==> src/hw/rtl/bsc_pkg.sv <==
// ----------------------------------------------------------------------------
// Button settings controller package
// Shared constants, pin codes, register indexes and the result item type.
// ----------------------------------------------------------------------------
package bsc_pkg;

  localparam int unsigned TIME_BITS     = 32;
  localparam int unsigned LED_COUNT_MAX = 1023;
  localparam int unsigned LED_W         = 10;
  localparam int unsigned CFG_INDEX_W   = 4;
  localparam int unsigned CFG_DATA_W    = 16;

  // Pin codes
  localparam logic [4:0] PIN_FIRST     = 5'd2;
  localparam logic [4:0] PIN_LAST      = 5'd15;
  localparam logic [4:0] PIN_PAT_DOWN  = 5'd2;
  localparam logic [4:0] PIN_PAT_UP    = 5'd3;
  localparam logic [4:0] PIN_SPD_DOWN  = 5'd4;
  localparam logic [4:0] PIN_SPD_UP    = 5'd5;
  localparam logic [4:0] PIN_INT_DOWN  = 5'd6;
  localparam logic [4:0] PIN_INT_UP    = 5'd7;
  localparam logic [4:0] PIN_LED_DOWN  = 5'd8;
  localparam logic [4:0] PIN_LED_UP    = 5'd9;
  localparam logic [4:0] PIN_RESTORE   = 5'd10;

  // Configuration register indexes
  localparam logic [CFG_INDEX_W-1:0] CFG_PATTERN_COUNT = 4'd0;
  localparam logic [CFG_INDEX_W-1:0] CFG_LOCKOUT_MS    = 4'd1;

  // Reset and restore values
  localparam logic [7:0]  PATTERN_COUNT_RST = 8'd16;
  localparam logic [15:0] LOCKOUT_MS_RST    = 16'd100;
  localparam logic [15:0] SPEED_ONE         = 16'd256;
  localparam logic [7:0]  INTENSITY_HALF    = 8'd5;

  // floor(x / 5) = (x * DIV5_MUL) >> DIV5_SHIFT for x below 2^22
  localparam int unsigned DIV5_SHIFT = 22;
  localparam logic [19:0] DIV5_MUL   = 20'd838861;

  typedef struct packed {
    logic             accepted;
    logic [7:0]       next_pattern;
    logic [LED_W-1:0] next_led_count;
    logic [15:0]      speed_q8;
    logic [7:0]       intensity_tenths;
  } res_t;

endpackage

==> src/hw/rtl/button_settings_controller.sv <==
// ----------------------------------------------------------------------------
// Button settings controller
// Filters button events by pin, edge and lockout time and updates the
// pattern, LED count, speed and intensity settings for the display logic.
// ----------------------------------------------------------------------------
//
//  channel  | handshake              | payload
//  ---------+------------------------+------------------------------------------
//  input    | in_valid / in_stall    | pin, falling_edge, now_ms,
//           |                        | current_pattern, current_led_count
//  output   | out_valid / out_stall  | accepted, next_pattern, next_led_count,
//           |                        | speed_q8, intensity_tenths
//  config   | cfg_valid / cfg_ready  | cfg_index, cfg_data
//
//  One item per cycle while in_stall is low: an item is evaluated in the
//  cycle it is accepted and its result is registered at that edge. The
//  settings registers update at the accept edge, so the next item in the
//  following cycle sees them. A two-entry output (result register plus skid)
//  keeps intake running while one result waits; in_stall rises only when both
//  are full. The longest path is the speed scale by 4/5 or 6/5 (one constant
//  multiply by a reciprocal of five). Reset is synchronous; cfg_ready is
//  always high.
// ----------------------------------------------------------------------------
module button_settings_controller (
  input  logic                                clk,
  input  logic                                rst,
  // input items
  input  logic                                in_valid,
  output logic                                in_stall,
  input  logic [4:0]                          pin,
  input  logic                                falling_edge,
  input  logic [31:0]                         now_ms,
  input  logic [7:0]                          current_pattern,
  input  logic [bsc_pkg::LED_W-1:0]           current_led_count,
  // result items
  output logic                                out_valid,
  input  logic                                out_stall,
  output logic                                accepted,
  output logic [7:0]                          next_pattern,
  output logic [bsc_pkg::LED_W-1:0]           next_led_count,
  output logic [15:0]                         speed_q8,
  output logic [7:0]                          intensity_tenths,
  // configuration writes
  input  logic                                cfg_valid,
  output logic                                cfg_ready,
  input  logic [bsc_pkg::CFG_INDEX_W-1:0]     cfg_index,
  input  logic [bsc_pkg::CFG_DATA_W-1:0]      cfg_data
);

  // Configuration registers
  logic [7:0]  pattern_count;
  logic [15:0] lockout_ms;

  // Settings state
  logic                          have_last_press;
  logic [bsc_pkg::TIME_BITS-1:0] last_press_ms;
  logic [7:0]                    pattern_reg;
  logic [bsc_pkg::LED_W-1:0]     led_count_reg;
  logic [15:0]                   speed_reg;
  logic [7:0]                    intensity_reg;

  logic [7:0]                    pattern_reg_next;
  logic [bsc_pkg::LED_W-1:0]     led_count_reg_next;
  logic [15:0]                   speed_reg_next;
  logic [7:0]                    intensity_reg_next;

  // Output register and skid entry
  bsc_pkg::res_t res_next;
  bsc_pkg::res_t out_res;
  bsc_pkg::res_t skid_res;
  logic          skid_valid;

  logic in_take;
  logic out_take;
  logic out_free;

  // Event qualification
  logic                          pin_in_range;
  logic [bsc_pkg::TIME_BITS-1:0] elapsed;
  logic                          locked_out;
  logic                          press_ok;

  // Datapath intermediates
  logic [8:0]  pattern_inc;
  logic [18:0] speed_scaled;
  logic [38:0] speed_prod;
  logic [16:0] speed_quot;
  logic [16:0] led_wide;
  logic [16:0] led_clamped;

  assign cfg_ready = 1'b1;
  assign in_stall  = skid_valid;
  assign in_take   = in_valid && !in_stall;
  assign out_take  = out_valid && !out_stall;
  assign out_free  = !out_valid || out_take;

  // Press qualification: pin window, falling edge, lockout since last press
  assign pin_in_range = (pin >= bsc_pkg::PIN_FIRST) && (pin <= bsc_pkg::PIN_LAST);
  assign elapsed      = now_ms[bsc_pkg::TIME_BITS-1:0] - last_press_ms;
  assign locked_out   = have_last_press &&
                        (elapsed < {{(bsc_pkg::TIME_BITS-16){1'b0}}, lockout_ms});
  assign press_ok     = pin_in_range && falling_edge && !locked_out;

  // Speed scale: x4 or x6, then floor divide by five via reciprocal multiply
  assign speed_scaled = (pin == bsc_pkg::PIN_SPD_UP) ?
                        ({1'b0, speed_reg, 2'b00} + {2'b00, speed_reg, 1'b0}) :
                        {1'b0, speed_reg, 2'b00};
  assign speed_prod   = {20'd0, speed_scaled} * {19'd0, bsc_pkg::DIV5_MUL};
  assign speed_quot   = speed_prod[38:bsc_pkg::DIV5_SHIFT];

  assign pattern_inc  = {1'b0, current_pattern} + 9'd1;

  // LED step before clamping to the strip maximum
  always_comb begin
    if (pin == bsc_pkg::PIN_LED_UP) begin
      led_wide = {{(17-bsc_pkg::LED_W){1'b0}}, current_led_count} + 17'd1;
    end else if (current_led_count == '0) begin
      led_wide = '0;
    end else begin
      led_wide = {{(17-bsc_pkg::LED_W){1'b0}}, current_led_count} - 17'd1;
    end
    if (led_wide > 17'(bsc_pkg::LED_COUNT_MAX)) begin
      led_clamped = 17'(bsc_pkg::LED_COUNT_MAX);
    end else begin
      led_clamped = led_wide;
    end
  end

  // Settings update for an accepted press
  always_comb begin
    pattern_reg_next   = pattern_reg;
    led_count_reg_next = led_count_reg;
    speed_reg_next     = speed_reg;
    intensity_reg_next = intensity_reg;
    if (press_ok) begin
      // Pins 4 to 9 hand the shown pattern through
      if (pin >= bsc_pkg::PIN_SPD_DOWN && pin <= bsc_pkg::PIN_LED_UP) begin
        pattern_reg_next = current_pattern;
      end
      case (pin)
        bsc_pkg::PIN_PAT_DOWN: begin
          if (current_pattern == 8'd0) begin
            pattern_reg_next = pattern_count - 8'd1;
          end else begin
            pattern_reg_next = current_pattern - 8'd1;
          end
        end
        bsc_pkg::PIN_PAT_UP: begin
          if (pattern_inc >= {1'b0, pattern_count}) begin
            pattern_reg_next = 8'd0;
          end else begin
            pattern_reg_next = pattern_inc[7:0];
          end
        end
        bsc_pkg::PIN_SPD_DOWN: begin
          speed_reg_next = speed_quot[15:0];
        end
        bsc_pkg::PIN_SPD_UP: begin
          speed_reg_next = speed_quot[16] ? 16'hFFFF : speed_quot[15:0];
        end
        bsc_pkg::PIN_INT_DOWN: begin
          if (intensity_reg != 8'd0) begin
            intensity_reg_next = intensity_reg - 8'd1;
          end
        end
        bsc_pkg::PIN_INT_UP: begin
          if (intensity_reg != 8'hFF) begin
            intensity_reg_next = intensity_reg + 8'd1;
          end
        end
        bsc_pkg::PIN_LED_DOWN, bsc_pkg::PIN_LED_UP: begin
          led_count_reg_next = led_clamped[bsc_pkg::LED_W-1:0];
        end
        bsc_pkg::PIN_RESTORE: begin
          speed_reg_next     = bsc_pkg::SPEED_ONE;
          intensity_reg_next = bsc_pkg::INTENSITY_HALF;
          pattern_reg_next   = 8'd0;
        end
        default: begin
        end
      endcase
    end
  end

  always_comb begin
    res_next.accepted         = press_ok;
    res_next.next_pattern     = pattern_reg_next;
    res_next.next_led_count   = led_count_reg_next;
    res_next.speed_q8         = speed_reg_next;
    res_next.intensity_tenths = intensity_reg_next;
  end

  // Control state, configuration and settings
  always_ff @(posedge clk) begin
    if (rst) begin
      pattern_count   <= bsc_pkg::PATTERN_COUNT_RST;
      lockout_ms      <= bsc_pkg::LOCKOUT_MS_RST;
      have_last_press <= 1'b0;
      last_press_ms   <= '0;
      pattern_reg     <= 8'd0;
      led_count_reg   <= '0;
      speed_reg       <= bsc_pkg::SPEED_ONE;
      intensity_reg   <= bsc_pkg::INTENSITY_HALF;
      out_valid       <= 1'b0;
      skid_valid      <= 1'b0;
    end else begin
      if (cfg_valid && cfg_ready) begin
        case (cfg_index)
          bsc_pkg::CFG_PATTERN_COUNT: pattern_count <= cfg_data[7:0];
          bsc_pkg::CFG_LOCKOUT_MS:    lockout_ms    <= cfg_data[15:0];
          default: begin
          end
        endcase
      end
      if (in_take) begin
        if (press_ok) begin
          have_last_press <= 1'b1;
          last_press_ms   <= now_ms[bsc_pkg::TIME_BITS-1:0];
        end
        pattern_reg   <= pattern_reg_next;
        led_count_reg <= led_count_reg_next;
        speed_reg     <= speed_reg_next;
        intensity_reg <= intensity_reg_next;
      end
      // Advance the output pair: skid drains first, else the new result
      if (out_free) begin
        if (skid_valid) begin
          out_valid  <= 1'b1;
          skid_valid <= in_take;
        end else begin
          out_valid <= in_take;
        end
      end else if (in_take) begin
        skid_valid <= 1'b1;
      end
    end
  end

  // Result payload, no reset needed
  always_ff @(posedge clk) begin
    if (out_free) begin
      if (skid_valid) begin
        out_res <= skid_res;
        if (in_take) begin
          skid_res <= res_next;
        end
      end else if (in_take) begin
        out_res <= res_next;
      end
    end else if (in_take) begin
      skid_res <= res_next;
    end
  end

  assign accepted         = out_res.accepted;
  assign next_pattern     = out_res.next_pattern;
  assign next_led_count   = out_res.next_led_count;
  assign speed_q8         = out_res.speed_q8;
  assign intensity_tenths = out_res.intensity_tenths;

endmodule

==> config.mk <==
export PLATFORM = sky130hd
export DESIGN_NAME = button_settings_controller
export DESIGN_NICKNAME = d
export VERILOG_FILES = /design/src/hw/rtl/bsc_pkg.sv /design/src/hw/rtl/button_settings_controller.sv
export SDC_FILE = /design/constraint.sdc
export NUM_CORES = 1
export LEC_CHECK = 0
export BUFFER_PORTS_ARGS = -buffer_cell sky130_fd_sc_hd__buf_2
export CAP_MARGIN = 25
export CORE_MARGIN = 4
export CORE_UTILIZATION = 50
export CTS_BUF_LIST = sky130_fd_sc_hd__clkbuf_16
export DETAILED_ROUTE_END_ITERATION = 8
export PLACE_DENSITY = 0.68
export SLEW_MARGIN = 0
export SYNTH_ARGS = -nofsm -noshare
export SYNTH_HDL_FRONTEND = slang
export SYNTH_SLANG_ARGS = --single-unit
==> constraint.sdc <==
create_clock -name clk -period 9.74 [get_ports clk]
set_clock_uncertainty 0.15 [all_clocks]
set_input_delay 0.974 -clock clk [delete_from_list [all_inputs] [get_ports clk]]
set_output_delay 0.974 -clock clk [all_outputs]
set_load 0.05 [all_outputs]
### Word-level counts from Yosys, hierarchy flattened

Cells that the tools add are included.

* $add $sub $neg: 9
* $mul: 1
* $lt $le $gt $ge: 7
* equal/unequal tests: 12
* mux-type cells: 27
* reductions and logical operators: 23

Operator list (number)
* two-way mux 43 bit: 5
* two-way mux 8 bit: 7
* case mux 16 bit (3 select lines): 1
* case mux 8 bit (3 select lines): 2
* multiplier 19 x 20 -> 39 bit (second input constant): 1
* two-way mux 17 bit: 2
* < comparator 32 x 16 -> 1 bit: 1
* two-way mux 16 bit: 2
* subtractor 32 bit: 1
* two-way mux 10 bit: 3
* subtractor 8 x 1 -> 8 bit (second input constant): 3
* == test 5 x 3 -> 1 bit (second input constant): 4
* adder 18 x 17 -> 19 bit: 1
* two-way mux 19 bit: 1
* greater-than comparator 17 x 10 -> 1 bit (second input constant): 1
* == test 5 x 4 -> 1 bit (second input constant): 3
* adder 10 x 1 -> 11 bit (second input constant): 1
* subtractor 10 x 1 -> 11 bit (second input constant): 1
* == test 5 x 2 -> 1 bit (second input constant): 2
* less-or-equal comparator 5 x 4 -> 1 bit (second input constant): 2
* logical NOT 10 bit: 1
* adder 8 x 1 -> 9 bit (second input constant): 1
* greater-or-equal comparator 9 x 8 -> 1 bit: 1
* adder 8 x 1 -> 8 bit (second input constant): 1
* 15 further kinds: 31

* register bits: 187
* bits of input ports: 81
* output and inout port bits: 46
* logic and storage cells: 99

### Longest topological paths before layout

Gate-level depths: netlist of run 1.

* depth after elaboration: 10
* mapped depth: 37
* depth with buffers taken out: 36

### Worst setup path before layout of run 1

No wires, ideal clock.

* path kind: input-to-reg
* from: input port pin[3]
* to: register out_res, in the netlist speed_q8[5], data pin
* library setup time: 0.260 ns
* arrival: 8.226 ns
* required time: 9.330 ns
* setup slack: 1.104 ns
* stages on the path: 29
* buffers on the path: 2
* path through: clkbuf_1 > or4b_1 > nor2_1 > o21ai_0 > xor2_1 > inv_1 > ha_1 > fa_1 > inv_1 > fa_1 > inv_1 > fa_1 > fa_1 > inv_1 > fa_1 > inv_1 > ha_1 > and4_1 > nand2_1 > nor2_1 > o211ai_1 > a2111oi_1 > o211ai_1 > a21oi_1 > nor3_2 > buf_2 > o21bai_1 > mux2_2 > mux2_2

* longest elaborated chain between the ends: 8
* elaborated cells between the ends (all ways): 15
* those cells by class: mul: 1; order compare: 2; eq/ne: 3; mux: 6; reduce/logical: 3

Ends and longest elaborated chain
* start: declaration: RTL line button_settings_controller.sv:30 `input logic [4:0] pin,`
* == test 5 x 3 -> 1 bit: RTL line button_settings_controller.sv:105, button_settings_controller.sv:140
* two-way mux 19 bit: RTL line button_settings_controller.sv:105 `assign speed_scaled = (pin == bsc_pkg::PIN_SPD_UP) ?`
* multiplier 19 x 20 -> 39 bit: RTL line button_settings_controller.sv:108 `assign speed_prod = {20'd0, speed_scaled} * {19'd0, bsc_pkg::DIV5_MUL};`
* two-way mux 16 bit: RTL line button_settings_controller.sv:159 `speed_reg_next = speed_quot[16] ? 16'hFFFF : speed_quot[15:0];`
* case mux 16 bit (3 select lines): RTL line button_settings_controller.sv:140 `case (pin)`
* two-way mux 16 bit *: RTL line button_settings_controller.sv:135 `if (press_ok) begin`
* named net speed_reg_next[5]: RTL line button_settings_controller.sv:64 `logic [15:0] speed_reg_next;`
* two-way mux 43 bit *: RTL line button_settings_controller.sv:247 `end else if (in_take) begin`
* two-way mux 43 bit *: RTL line button_settings_controller.sv:242 `if (skid_valid) begin`
* end signal: assignment: RTL line button_settings_controller.sv:243 `out_res <= skid_res;`
* end signal: assignment: RTL line button_settings_controller.sv:248 `out_res <= res_next;`
* end: declaration: RTL line button_settings_controller.sv:69 `bsc_pkg::res_t out_res;`

Mark *: on every way through the listed nets, which the timed path passes. The rest lies on a longest branch. The select of a mux whose other input is x is not followed.
A chain may end at the register's enable or synchronous reset.

### Worst setup path after layout of run 1

* from: register speed_reg[0]
* to: register out_res, in the netlist speed_q8[8], data pin

* longest elaborated chain between the ends: 8

Ends and longest elaborated chain
* start: declaration: RTL line button_settings_controller.sv:59 `logic [15:0] speed_reg;`
* start signal: assignment: RTL line button_settings_controller.sv:202 `speed_reg <= bsc_pkg::SPEED_ONE;`
* start signal: assignment: RTL line button_settings_controller.sv:222 `speed_reg <= speed_reg_next;`
* adder 18 x 17 -> 19 bit: RTL line button_settings_controller.sv:106 `({1'b0, speed_reg, 2'b00} + {2'b00, speed_reg, 1'b0}) :`
* two-way mux 19 bit *: RTL line button_settings_controller.sv:105
* multiplier 19 x 20 -> 39 bit *: RTL line button_settings_controller.sv:108
* two-way mux 16 bit: RTL line button_settings_controller.sv:159
* case mux 16 bit (3 select lines) *: RTL line button_settings_controller.sv:140
* two-way mux 16 bit *: RTL line button_settings_controller.sv:135
* named net speed_reg_next[8]: RTL line button_settings_controller.sv:64
* two-way mux 43 bit *: RTL line button_settings_controller.sv:247
* two-way mux 43 bit *: RTL line button_settings_controller.sv:242

Marked as above.

==> impl_metrics.tcl, run 1 <==
set metrics [dict create \
    drt_iter0_drc 778 \
    clock_sinks 187 \
    critPathRequiredTime_ns 9.80 \
    dieHeight_microns 195 \
    hold_viol_final 0 \
    clk_latency_ns 0.45 \
    cts_hold_buf 0 \
    fp.dieW_microns 195 \
    ir_drop_v 0.000160 \
    dp.final_hpwl_mm 36.2 \
    worstMarginPinSlew_ns 1.03 \
    core_area_sq_um 34600 \
    grt_pass1_wl_mm 74.1 \
    critPathMaxStageDelay_ns 0.55 \
    drive_gt1_share_pct 13.4 \
    drtPass1Iterations 7 \
    antenna_found_initial 3 \
    pre_cts_ws_ns 0.401 \
    switchingPower_uw 619 \
    hp-class "reg2reg" \
    cts_buffers 17 \
    synth_nets 2327 \
    slowest_stage "fa_1" \
    setup_tns_ns 0 \
    cp_top_family "adder cells" \
    synth_cells 1939 \
    crit_type "reg2reg" \
    design_area_sq_um 19200 \
    p_comb_share_pct 21.5 \
    overflow 0 \
    nNetsFinal 2421 \
    power.internal_mw 1.34 \
    largest_register_ffs 43 \
    max_freq_ghz 0.110 \
    largest_registers "skid_res (43), last_press_ms (32)" \
    slew_viol_final 0 \
    rsz0062_at_grt "no" \
    htree_levels 4 \
    place_area_sq_um 18600 \
    start_kind "register" \
    worst_slack_ns 0.627 \
    endpoint_kind "register" \
    vias 14000 \
    cp_max_fo 16 \
    syn_to_final_growth_pct 9.18 \
    ant_nets 0 \
    io_buffers 125 \
    fp-row-count 68 \
    syn-cell-area_sq_um 17600 \
    p_per_area_nw_per_um2 102 \
    timing.slew.headroom_pct 31.3 \
    synth_area_per_cell_sq_um 9.06 \
    place_congestion 0.934 \
    dp_cells 2469 \
    dieArea_sq_um 38200 \
    avgViaCountPerCell 5.59 \
    yosysSeqAreaShare_pct 26.2 \
    grt_max_degree 53 \
    grt_pass1_vias 14000 \
    power_leakage_nw 9.25 \
    fin_cells 2501 \
    status "finished, final reports clean" \
    power_frac_seq_pct 43.4 \
    start_util_pct 50.7 \
    n_antenna_cell 0 \
    path_clk_slew_ns 0.08 \
    p_sw_share_pct 31.7 \
    clockPowerShare_pct 35.0 \
    postLayoutCoreUtil_pct 55.4 \
    final.min_clock_period_ns 9.11 \
    largest_register "skid_res" \
    synth-seq-cells 187 \
    power_mw 1.96 \
    ios 127 \
    grt_usage_pct 23.8 \
    synth_edf_count 86 \
    async_flop_share_pct 0 \
    worstPathArrival_ns 9.17 \
    ys_warn_count 0 \
    ys.flop_type "dfxtp_1" \
    ys_types 81 \
    crit_buf_inv 7 \
    layout_worst_path_cycle_share_pct 93.6 \
    cts.path.max_buffers 2 \
    wire_per_inst_microns 18.1 \
    drc 0 \
    timing.hold.ws_ns 0.309 \
    routed_wl_mm 45.2 \
    cts_root_buffer "clkbuf_16" \
    maxCapViolCount 0 \
    setup_viol 0 \
    cts_tree "built" \
]
## placed cells by master, fill, tap and decap left out, types with 5 or more instances in the layout
master and n:
and2_1 9, nand4_1 13, a211oi_1 16, o31ai_1 8, inv_1 289, ha_1 213, nor2b_1 10, mux2i_1 78
nand2b_1 12, mux2_2 71, or3_1 9, and3_1 17, a211o_1 5, inv_8 8, o21bai_1 9, xnor2_1 42
buf_4 18, o31a_1 6, fa_1 94, and4_1 8, nor3_1 39, a31oi_1 12, dfxtp_1 100, nand2_1 143
xor2_1 26, o21ai_0 67, or2_2 6, edfxtp_1 86, nor2_1 164, nand3_1 29, nor4_1 7, buf_2 124
o211ai_1 19, o21a_1 21, clkbuf_16 17, a21oi_1 110, a221o_1 9, a21o_1 42
## power groups by stage
stage | combinational (mW) | clock [mW] | sequential, mW
global placement | 0.413 | 0 | 0.867
CTS | 0.422 | 0.703 | 0.849
finish | 0.421 | 0.685 | 0.849
detailed placement | 0.419 | 0 | 0.867
global route | 0.470 | 0.738 | 0.851
floorplan | 0.265 | 0 | 0.903
## what timing repair did
item / in CTS / in global routing
setup endpoints to repair: 0 / 14
setup buffers: 0 / 0
gates resized for setup: 0 / 4
## final cells by class
| cell class | instances | area (sq um) |
|---|---|---|
| inverter | 289 | 1080 |
| timing repair buffer | 142 | 756 |
| sequential | 187 | 4610 |
| fill | 3182 | 15400 |
| multi-input combinational | 1396 | 11600 |
| tap | 455 | 569 |
| clock buffer | 17 | 425 |
| clock inverter | 15 | 144 |
## synthesized netlist by cell type (all sizes together), types with 46 or more instances
cell	instances	share of area, %
clkbuf	46	0.99
edfxtp	86	15
nor2	166	3.5
mux2	71	4.5
dfxtp	101	12
o21ai	68	1.9
inv	289	6.2
mux2i	78	4.4
fa	94	11
ha	213	15
a21oi	112	3.2
nand2	144	3.1
## metal layers
layer	GRT usage [%]	vias to the layer above	routed length [microns]
li1	-	6913	-
met1	31.9	6668	20100
met2	40.5	341	22100
met3	3.38	52	2000
met4	6.08	6	971
met5	0	-	34
## worst paths after layout
check,from,endpoint,slack (ns),depth (start not counted)
setup / recovery,speed_reg[0]$_SDFFE_PP0P_,speed_q8[8]$_DFFE_PP_,0.63,36
hold / removal,have_last_press$_SDFFE_PP0P_,have_last_press$_SDFFE_PP0P_,0.31,2
setup reg to reg,speed_reg[0]$_SDFFE_PP0P_,speed_q8[8]$_DFFE_PP_,0.63,36
hold reg to reg,have_last_press$_SDFFE_PP0P_,have_last_press$_SDFFE_PP0P_,0.31,2
## cells by family (layout without fill, tap and decap cells)
family	Yosys count	after routing	synth area share [%]
compound gates	375	375	13.9
xor+xnor	68	68	3.39
fa+ha+maj	307	307	25.9
buf+inv	356	463	8.06
flops	187	187	26.2
mux	149	149	8.99
other cells	1	1	0.0213
simple gates	496	496	13.5
## worst reg2reg max path, delay by kind of cell (launching register included)
family | cells | cell delay (ns)
mux | 3 | 0.78
fa+ha+maj | 9 | 3.72
flops | 1 | 0.36
xor+xnor | 1 | 0.08
buf+inv | 7 | 0.73
compound gates | 10 | 2.42
simple gates | 6 | 0.64
(Power assumes the default switching activity.)
==> run 2, diff against run 1 <==
- clock period: 9.74 -> 8.7 ns (I/O delays scaled with it)
==> impl_metrics.tcl, run 2 (synthesized netlist as in run 1, its figures left out) <==
set metrics [dict create \
    place_area_sq_um 19400 \
    ant_nets 0 \
    p_comb_share_pct 21.4 \
    fillers 3018 \
    rsz0062_at_grt "yes" \
    switchingPower_uw 686 \
    reg2reg_from "speed_reg[1]$_SDFFE_PP0P_" \
    r2r_setup_slack_ns 0.04 \
    max_freq_ghz 0.115 \
    slowest_stage "fa_1" \
    setup_tns_ns 0 \
    power_leakage_nw 9.91 \
    p_per_area_nw_per_um2 115 \
    cts_buffers 17 \
    regToRegEndpoint "speed_q8[8]$_DFFE_PP_" \
    start_util_pct 50.7 \
    final_cell_mix "276 x inv_1, 203 x ha_1, 162 x nor2_1" \
    slew_viol_final 0 \
    largest_register_ffs 43 \
    worstPathArrival_ns 8.71 \
    final.min_clock_period_ns 8.66 \
    fp.dieW_microns 195 \
    crit_path_start "speed_reg[1]$_SDFFE_PP0P_" \
    cts_root_buffer "clkbuf_16" \
    grt_pass1_vias 14600 \
    grt_pass1_wl_mm 74.8 \
    maxCapViolCount 0 \
    nNetsFinal 2541 \
    final_common_cell "inv_1" \
    crit_end "speed_q8[8]$_DFFE_PP_" \
    drc 0 \
    io_buffers 125 \
    reg2reg_depth 35 \
    clk_latency_ns 0.45 \
    crit_cells 35 \
    cp_max_fo 5 \
    endpoint_kind "register" \
    cts_tree "built" \
    dp.final_hpwl_mm 36.3 \
    syn_to_final_growth_pct 16.4 \
    ios 127 \
    grt_max_degree 59 \
    grt_usage_pct 23.9 \
    fp-row-count 68 \
    clock_sinks 187 \
    path_clk_slew_ns 0.08 \
    ir_drop_v 0.000167 \
    power_frac_seq_pct 40.6 \
    timing.slew.headroom_pct 29.0 \
    critPathMaxStageDelay_ns 0.59 \
    drtPass1Iterations 5 \
    cp_top_family "adder cells" \
    antenna_found_initial 3 \
    cts.path.max_buffers 2 \
    crit_buf_inv 5 \
    place_congestion 0.959 \
    largest_register "skid_res" \
    design_area_sq_um 20500 \
    routed_wl_mm 45.9 \
    cpMostUsedCell "fa_1" \
    crit_type "reg2reg" \
    hp-class "reg2reg" \
    power.internal_mw 1.66 \
    n_antenna_cell 0 \
    clockPowerShare_pct 38.0 \
    worstMarginPinSlew_ns 1.06 \
    dieHeight_microns 195 \
    core_area_sq_um 34600 \
    drt_iter0_drc 763 \
    layout_worst_path_cycle_share_pct 99.5 \
    critPathRequiredTime_ns 8.75 \
    largest_registers "skid_res (43), last_press_ms (32)" \
    overflow 0 \
    avgViaCountPerCell 5.56 \
    setup_viol 0 \
    wire_per_inst_microns 17.5 \
    start_kind "register" \
    hold_viol_final 0 \
    dieArea_sq_um 38200 \
    p_sw_share_pct 29.3 \
    vias 14600 \
    htree_levels 4 \
    drive_gt1_share_pct 20.5 \
    status "finished, final reports clean" \
]
run 2: what timing repair did:
item / 4_1_cts / 5_1_grt
gates cloned: 1 / 0
hold buffers: 0 / 0
pin swaps: 32 / 36
setup buffers: 14 / 4
resized for setup: 34 / 37
hold endpoints to repair: 0 / 0
endpoints found under the setup margin: 37 / 48
run 2: metal layers:
layer / vias up / part of all wire, % / global-route usage, % / routed length, microns
li1: 7150 / - / - / -
met1: 6993 / 43 / 30.7 / 19900
met2: 340 / 49 / 41.9 / 22600
met3: 81 / 4.2 / 3.64 / 1920
met4: 4 / 3.0 / 7.16 / 1370
met5: - / 0.046 / 0 / 21
run 2: how the worst min path moves through the flow:
| stage | start | endpoint | slack, ns | cells past startpoint |
|---|---|---|---|---|
| finish | lockout_ms[3]$_SDFFE_PP0P_ | lockout_ms[3]$_SDFFE_PP0P_ | 0.30 | 2 |
| floorplan | have_last_press$_SDFFE_PP0P_ | have_last_press$_SDFFE_PP0P_ | 0.28 | 2 |
| CTS | lockout_ms[1]$_SDFFE_PP0P_ | lockout_ms[1]$_SDFFE_PP0P_ | 0.31 | 2 |
| detailed placement | lockout_ms[1]$_SDFFE_PP0P_ | lockout_ms[1]$_SDFFE_PP0P_ | 0.30 | 2 |
| global placement | lockout_ms[0]$_SDFFE_PP0P_ | lockout_ms[0]$_SDFFE_PP0P_ | 0.29 | 2 |
| global route | have_last_press$_SDFFE_PP0P_ | have_last_press$_SDFFE_PP0P_ | 0.33 | 2 |
run 2: metrics by stage:
stage | power (mW) | cells | utilization [%] | worst slack (ns) | hold WS [ns]
finish | 2.34 | 2621 | 59.1 | 0.0402 | 0.305
global route | 2.45 | 2621 | 59.1 | -0.360 | 0.326
CTS | 2.36 | 2617 | 58.6 | -0.0130 | 0.308
detailed placement | 1.46 | 2570 | 55.9 | -0.400 | 0.299
global placement | 1.45 | 2570 | 55.9 | -0.292 | 0.293
floorplan | 1.31 | 1939 | - | 0.168 | 0.283
run 2: final cells by class:
type                       count  area [sq um]  area share, %
tap                          455           569           2.78
inverter                     289          1090           5.32
clock inverter                15           253           1.24
clock buffer                  17           425           2.08
multi-input combinational   1396         11800           57.9
sequential                   187          4610           22.5
timing repair buffer         262          1670           8.14
run 2: power groups by stage:
stage / registers, mW / logic (mW) / clock network, mW
floorplan: 1.01 / 0.297 / 0
global placement: 0.970 / 0.479 / 0
detailed placement: 0.971 / 0.488 / 0
CTS: 0.951 / 0.497 / 0.910
global route: 0.952 / 0.557 / 0.946
finish: 0.950 / 0.502 / 0.891
run 2: worst register-to-register path: cells and delay by family, from the launching register on:
family,cells,cell delay [ns]
adder cells (fa/ha/maj),9,3.29
AO/OA/AOI/OAI,12,2.55
AND/OR/NAND/NOR,7,1.07
multiplexers,2,0.55
buffers and inverters,5,0.48
flip-flops,1,0.35
